**src/hdl/tiex_pkg.sv**
```systemverilog
// Shared types and constants for the tiny 8-bit instruction executor.
// Used by the execute core and the top level; depends on nothing else.
package tiex_pkg;

    localparam int unsigned DATA_W = 8;
    localparam int unsigned INSTR_W = 8;
    localparam int unsigned REG_COUNT = 4;
    localparam int unsigned REG_IDX_W = 2;
    localparam int unsigned SKIP_W = 2;

    typedef logic [DATA_W-1:0] data_t;
    typedef logic [INSTR_W-1:0] instr_t;
    typedef logic [REG_IDX_W-1:0] reg_idx_t;
    typedef logic [SKIP_W-1:0] skip_t;

    typedef enum logic [1:0] {
        OP_MISC = 2'b00,
        OP_ADD  = 2'b01,
        OP_SUB  = 2'b10,
        OP_LOAD = 2'b11
    } opcode_t;

    typedef struct packed {
        logic signed [DATA_W-1:0] value;
        logic                     show_decimal;
        logic                     show_hex;
        logic                     show_char;
    } result_t;

endpackage

```
**src/hdl/tiex_exec.sv**
```systemverilog
// Execute core: register file, skip counter and the combinational ALU.
// Depends on tiex_pkg.
module tiex_exec (
    input  logic            clk,
    input  logic            rst_n,
    input  logic            fire,
    input  tiex_pkg::instr_t instr,
    output logic            emit,
    output tiex_pkg::result_t result
);
    import tiex_pkg::*;

    data_t    regs_reg [REG_COUNT];
    data_t    regs_next [REG_COUNT];
    skip_t    skip_reg;
    skip_t    skip_next;

    opcode_t  op;
    reg_idx_t dst;
    reg_idx_t src;
    reg_idx_t trg;
    reg_idx_t sel;
    data_t    src_val;
    data_t    trg_val;
    data_t    imm;
    logic     is_compare;
    logic     skipping;

    assign op         = opcode_t'(instr[7:6]);
    assign dst        = instr[5:4];
    assign src        = instr[3:2];
    assign trg        = instr[1:0];
    assign sel        = instr[4:3];
    assign src_val    = regs_reg[src];
    assign trg_val    = regs_reg[trg];
    assign imm        = {{(DATA_W-4){instr[3]}}, instr[3:0]};
    assign is_compare = instr[5];
    assign skipping   = (skip_reg != '0);

    // A print emits only when it is not skipped and requests at least one format.
    assign emit = !skipping && (op == OP_MISC) && !is_compare && (|instr[2:0]);

    always_comb
    begin
        result.value        = regs_reg[sel];
        result.show_decimal = instr[2];
        result.show_hex     = instr[1];
        result.show_char    = instr[0];
    end

    always_comb
    begin
        regs_next = regs_reg;
        skip_next = skip_reg;
        if (skipping)
        begin
            skip_next = skip_reg - 2'd1;
        end
        else
        begin
            unique case (op)
                OP_ADD:  regs_next[dst] = src_val + trg_val;
                OP_SUB:  regs_next[dst] = src_val - trg_val;
                OP_LOAD: regs_next[dst] = imm;
                OP_MISC:
                begin
                    if (is_compare && (src_val == trg_val))
                    begin
                        skip_next = {1'b0, instr[4]} + 2'd1;
                    end
                end
                default: ;
            endcase
        end
    end

    always_ff @(posedge clk or negedge rst_n)
    begin
        if (!rst_n)
        begin
            for (int i = 0; i < REG_COUNT; i++)
            begin
                regs_reg[i] <= '0;
            end
            skip_reg <= '0;
        end
        else if (fire)
        begin
            regs_reg <= regs_next;
            skip_reg <= skip_next;
        end
    end

endmodule

```
**src/hdl/tiny_isa_executor_8bit_unit.sv**
```systemverilog
// Top level of the tiny 8-bit instruction executor: input register, execute core
// and output register. Depends on tiex_pkg and tiex_exec.
//
// Usage:
//   Input channel: in_valid, in_stall, instruction. One instruction per transaction.
//   Output channel: out_valid, out_stall, print_value and the three show flags.
//   Only a print that is not skipped and has a format flag set produces an output
//   transaction; every other instruction updates state silently.
// Flow: an accepted instruction waits in the input register; the execute core
//   works on the input register and, for a print that emits, writes the
//   output register as the instruction leaves it.
// Throughput: one instruction per cycle while no print waits on a blocked output.
//   The register file and skip counter are read and written in the same execute
//   cycle, so consecutive instructions see each other's results without any wait.
// Stalls: while out_stall is high and a result is held, an instruction that would
//   print waits in the input register and in_stall rises; instructions that
//   produce no result still flow through.
// Reset: rst_n clears the four registers, the skip counter and both valid bits.
module tiny_isa_executor_8bit_unit (
    input  logic                 clk,
    input  logic                 rst_n,
    input  logic                 in_valid,
    output logic                 in_stall,
    input  logic [7:0]           instruction,
    output logic                 out_valid,
    input  logic                 out_stall,
    output logic signed [7:0]    print_value,
    output logic                 show_decimal,
    output logic                 show_hex,
    output logic                 show_char
);
    import tiex_pkg::*;

    logic    in_valid_reg;
    instr_t  instr_reg;
    logic    out_valid_reg;
    result_t result_reg;
    result_t exec_result;
    logic    exec_emit;
    logic    advance;
    logic    accept;

    // The held item leaves unless it would print into a blocked output register.
    assign advance  = in_valid_reg && !(exec_emit && out_valid_reg && out_stall);
    assign in_stall = in_valid_reg && !advance;
    assign accept   = in_valid && !in_stall;

    tiex_exec u_exec (
        .clk    (clk),
        .rst_n  (rst_n),
        .fire   (advance),
        .instr  (instr_reg),
        .emit   (exec_emit),
        .result (exec_result)
    );

    always_ff @(posedge clk or negedge rst_n)
    begin
        if (!rst_n)
        begin
            in_valid_reg <= 1'b0;
        end
        else if (accept)
        begin
            in_valid_reg <= 1'b1;
        end
        else if (advance)
        begin
            in_valid_reg <= 1'b0;
        end
    end

    always_ff @(posedge clk)
    begin
        if (accept)
        begin
            instr_reg <= instruction;
        end
    end

    always_ff @(posedge clk or negedge rst_n)
    begin
        if (!rst_n)
        begin
            out_valid_reg <= 1'b0;
        end
        else if (advance && exec_emit)
        begin
            out_valid_reg <= 1'b1;
        end
        else if (!out_stall)
        begin
            out_valid_reg <= 1'b0;
        end
    end

    always_ff @(posedge clk)
    begin
        if (advance && exec_emit)
        begin
            result_reg <= exec_result;
        end
    end

    assign out_valid    = out_valid_reg;
    assign print_value  = result_reg.value;
    assign show_decimal = result_reg.show_decimal;
    assign show_hex     = result_reg.show_hex;
    assign show_char    = result_reg.show_char;

endmodule

```
**config.mk**
```make
export PLATFORM = sky130hd
export DESIGN_NAME = tiny_isa_executor_8bit_unit
export DESIGN_NICKNAME = d
export VERILOG_FILES = /design/src/hdl/tiex_pkg.sv /design/src/hdl/tiex_exec.sv /design/src/hdl/tiny_isa_executor_8bit_unit.sv
export SDC_FILE = /design/constraint.sdc
export NUM_CORES = 1
export LEC_CHECK = 0
export BUFFER_PORTS_ARGS = -buffer_cell sky130_fd_sc_hd__buf_2
export CORE_MARGIN = 1.5
export CORE_UTILIZATION = 60
export CTS_CLUSTER_DIAMETER = 40
export DETAILED_ROUTE_END_ITERATION = 7
export PLACE_DENSITY_LB_ADDON = 0.08
export SLEW_MARGIN = 20
export SYNTH_ARGS = -nofsm -noshare
export SYNTH_HDL_FRONTEND = slang
export SYNTH_SLANG_ARGS = --single-unit
```
**constraint.sdc**
```tcl
create_clock -name clk -period 6.9 [get_ports clk]
set_input_delay 1.725 -clock clk [delete_from_list [all_inputs] [get_ports clk]]
set_output_delay 1.725 -clock clk [all_outputs]
set_load 0.005 [all_outputs]
```
==> key figures <==
GRT
  – First-pass GRT wire length: roughly 13 mm
  – GR Overflow Total: 0
  – Antenna violations before repair: 0
  – Largest net degree at the start of global routing: 37
  – Vias in the first global route: 2520
  – GRT Resource Usage Total: 27.3%

STA
  – Layout Skew: 0.0101 ns
  – Max Slew Vio Count: 0
  – # setup viols final: 0
  – Max-Slew Margin vs Limit: ~39%
  – Unrepaired setup endpoints after global routing: no
  – TNS Setup: 0 ns
  – Slew @ Worst Pin: approximately 0.92 ns
  – Minimum clock period: 3.93 ns
  – Final hold violation count: 0
  – FMAX: roughly 0.25 GHz
  – Tcrit/Tclk final: 56.9%

Synth
  – Syn Inst Count: 305
  – Sequential share of the synthesized area: 41.6%
  – EDFF count, synth: 19
  – Adder-cell share of the synthesized area: under 10%
  – Compound-gate portion of the synthesized area: 11.0%
  – Syn Std Cell Area: 3540 sq um
  – Syn_nets: 333
  – Ys flop type: dfrtp_1
  – Syn. warnings: 0
  – Simple-gate area share of the yosys netlist: 13.5%
  – Post-synthesis mux area share: between 20% and 30%
  – Ys async rst share: 65.5%
  – Count of different cell masters after synthesis: 51
  – Yosys reg bits: 55
  – Post-Synth XOR/XNOR Area: 0.495%
  – Syn Area/Cell: 11.6 sq um
  – Largest family of logic cells by synthesized area: multiplexers

Setup path
  – Startpoint Class: input port
  – CP max stage delay: 0.18 ns
  – Worst path top cell family by delay: simple AND/OR/NAND/NOR gates
  – Worst endpoint required time: 5.18 ns
  – Slowest-stage cell, CP: nor2_1
  – Crit Path Category: in -> out
  – Most used cell, CP: buf_2
  – Worst setup EP type: output pin
  – Max FO, Critical Path: 4
  – Worst path cell trace: buf_2, nand2_1, nor2_1, buf_2
  – Worst Path Arrival: 2.20 ns
  – Buf/Inv on CP: 2
  – Reg-to-reg setup timing slack: 3.32 ns

Finish
  – Share of cells above drive strength 1: 24.5%
  – # diodes: 0
  – Area growth, synth to finish: 6.47%
  – Fill count: 429
  – # nets final: 350

Detailed routing
  – DR WL/cell: 19.5 microns
  – Post-Route WL: 7.72 mm
  – Initial drt markers: 273
  – Vias per cell: 6.55
  – Drt first pass iters: 5
  – Post-detailed-route count of antenna-violating nets: 0
  – DR vias: ~2600
  – DRC Markers: 0

Power
  – P_sw: 0.688 mW
  – Final Power: ~1.6 mW
  – Power Density: 435 nW/um^2
  – Internal power: 0.951 mW
  – Clk pwr share: a little over a tenth
  – Flop pwr share: 33.4%
  – Combinational share of power: 56.1%
  – Leak Pwr: around 1.6 nW
  – VDD IR max: around 0.0002 V
  – Net Sw Frac: approximately two fifths

Die
  – Die width: 79.8 microns
  – Die ar.: 6370 sq um
  – Core area: approximately 5600 sq um
  – Starting density of the core: 63.1%
  – Rows: 27
  – I/O pin total: 25
  – Chip height: around 80 microns

Status
  – Outcome: finished, final reports clean

Clock tree
  – # clock sinks: 55
  – Total CTS buffers: 5
  – Clock buffer depth: 2
  – CTS tree: done
  – Root Buffer: clkbuf_8
  – Clk_lat worst skew: 0.31 ns
  – H-tree level count: 2
  – CTS hold repair buffers: 0
  – Post-CTS sizing: 0
  – Clock-pin transition on the worst setup and hold timing paths: roughly 0.1 ns
  – Buffer count from post-CTS setup fixing: 0

Placed design
  – GPL Wtd Cong: 0.955
  – IO Port Bufs: 24
  – Final HPWL DP: 5.43 mm

Hold path
  – Path type of the worst min-delay path: reg -> reg

Flow run
  – Max Cap Viol: 0
per-layer routing:
layer  routed length [microns]  GRT usage [%]  up-vias
li1                          -              -     1186
met1                      3370           39.0     1283
met2                      3800           43.7      112
met3                       485           4.57        6
met4                        67           7.41        0
met5                         0              0        -
power groups by stage:
stage                     Clock (mW)  Sequential, mW  Combinational [mW]
after floorplan                    0           0.510               0.734
after global placement             0           0.543               0.881
after detailed placement           0           0.552               0.904
after CTS                      0.179           0.544               0.910
after global routing           0.188           0.566                1.02
final                          0.173           0.547               0.920
cells by family after synthesis:
logic type | Yosys count
XOR/XNOR | 2
flip-flops | 55
AO/OA/AOI/OAI | 57
adder cells (fa/ha/maj) | 16
AND/OR/NAND/NOR | 95
buffers and inverters | 32
multiplexers | 48
metrics by stage:
stage	hold slack, ns	area, sq um	cells	utilization (%)	setup slack (ns)
after floorplan	0.421	3540	305	-	3.21
after global placement	0.499	3680	387	65.7	3.01
after detailed placement	0.516	3680	387	65.7	2.96
after CTS	0.538	3770	395	67.2	2.96
after global routing	0.573	3770	395	67.2	2.91
final	0.545	3770	395	67.2	2.97
path summary, 6_finish.rpt:
| kind | start | endpoint | cells after the start |
|---|---|---|---|
| max | out_stall | in_stall | 4 |
| min | u_exec.regs_reg[16] | u_exec.regs_reg[16] | 2 |
| max reg2reg | instr_reg[2] | flip-flop | 11 |
| min reg2reg | u_exec.regs_reg[16] | u_exec.regs_reg[16] | 2 |
| max in group asynchronous | rst_n | async pin | 1 |
| min in group asynchronous | rst_n | async pin | 1 |
synth_stat cells (2+ instances only):
| cell | count | area, sq um |
|---|---|---|
| nand2b_1 | 6 | 37.5 |
| nor3b_1 | 4 | 30.0 |
| nor3_1 | 3 | 15.0 |
| nand4_1 | 2 | 12.5 |
| edfxtp_1 | 19 | 571 |
| dfrtp_1 | 36 | 901 |
| nand3_1 | 8 | 40.0 |
| and3_1 | 2 | 12.5 |
| a211oi_1 | 2 | 15.0 |
| buf_6 | 2 | 22.5 |
| mux4_1 | 7 | 184 |
| o41ai_1 | 4 | 35.0 |
| or4_1 | 2 | 15.0 |
| o21ai_0 | 13 | 65.1 |
| o311ai_0 | 3 | 26.3 |
| fa_1 | 2 | 40.0 |
| o31ai_1 | 2 | 15.0 |
| clkbuf_1 | 11 | 41.3 |
| mux2i_1 | 4 | 40.0 |
| a21oi_1 | 14 | 70.1 |
| inv_1 | 17 | 63.8 |
| a31oi_1 | 2 | 12.5 |
| o211ai_1 | 3 | 22.5 |
| mux4_2 | 17 | 383 |
| nor2b_1 | 3 | 18.8 |
| o221ai_1 | 2 | 17.5 |
| ha_1 | 14 | 175 |
| nand2_1 | 29 | 109 |
| buf_2 | 2 | 10.0 |
| nor2_1 | 23 | 86.3 |
| a21o_1 | 3 | 22.5 |
| or2_2 | 6 | 37.5 |
| mux2_2 | 20 | 225 |
cells in the final DEF, fill, tap and decap left out, drive strengths merged, types with 2 or more instances in the layout:
master   n
dfrtp   36
nand2   29
buf     25
mux4    24
nor2    23
mux2    20
edfxtp  19
inv     17
a21oi   14
ha      14
o21ai   13
nand3    8
or2      6
nand2b   6
clkbuf   6
o41ai    4
nor3b    4
mux2i    4
nor3     4
o311ai   4
o211ai   4
nor2b    3
a21o     3
o31ai    3
and3     2
nand4    2
or4      2
a211oi   2
a31oi    2
o221ai   2
fa       2
nor4     2
clkinv   2
cell type report:
type                    count  area, sq um  area share, %
repair buffers             25          128           3.39
flip-flops and latches     55         1470           39.0
clock buffers               6         72.6           1.92
inverters                  17         63.8           1.69
well taps                  72         90.1           2.39
multi-input cells         218         1930           51.2
clock inverters             2         12.5          0.332
worst min-delay path, stage by stage (launching register included):
cell,delay [ns]
dfrtp_1,0.40
nand2_1,0.06
o21ai_0,0.06
Power figures use the tool's default switching activity.
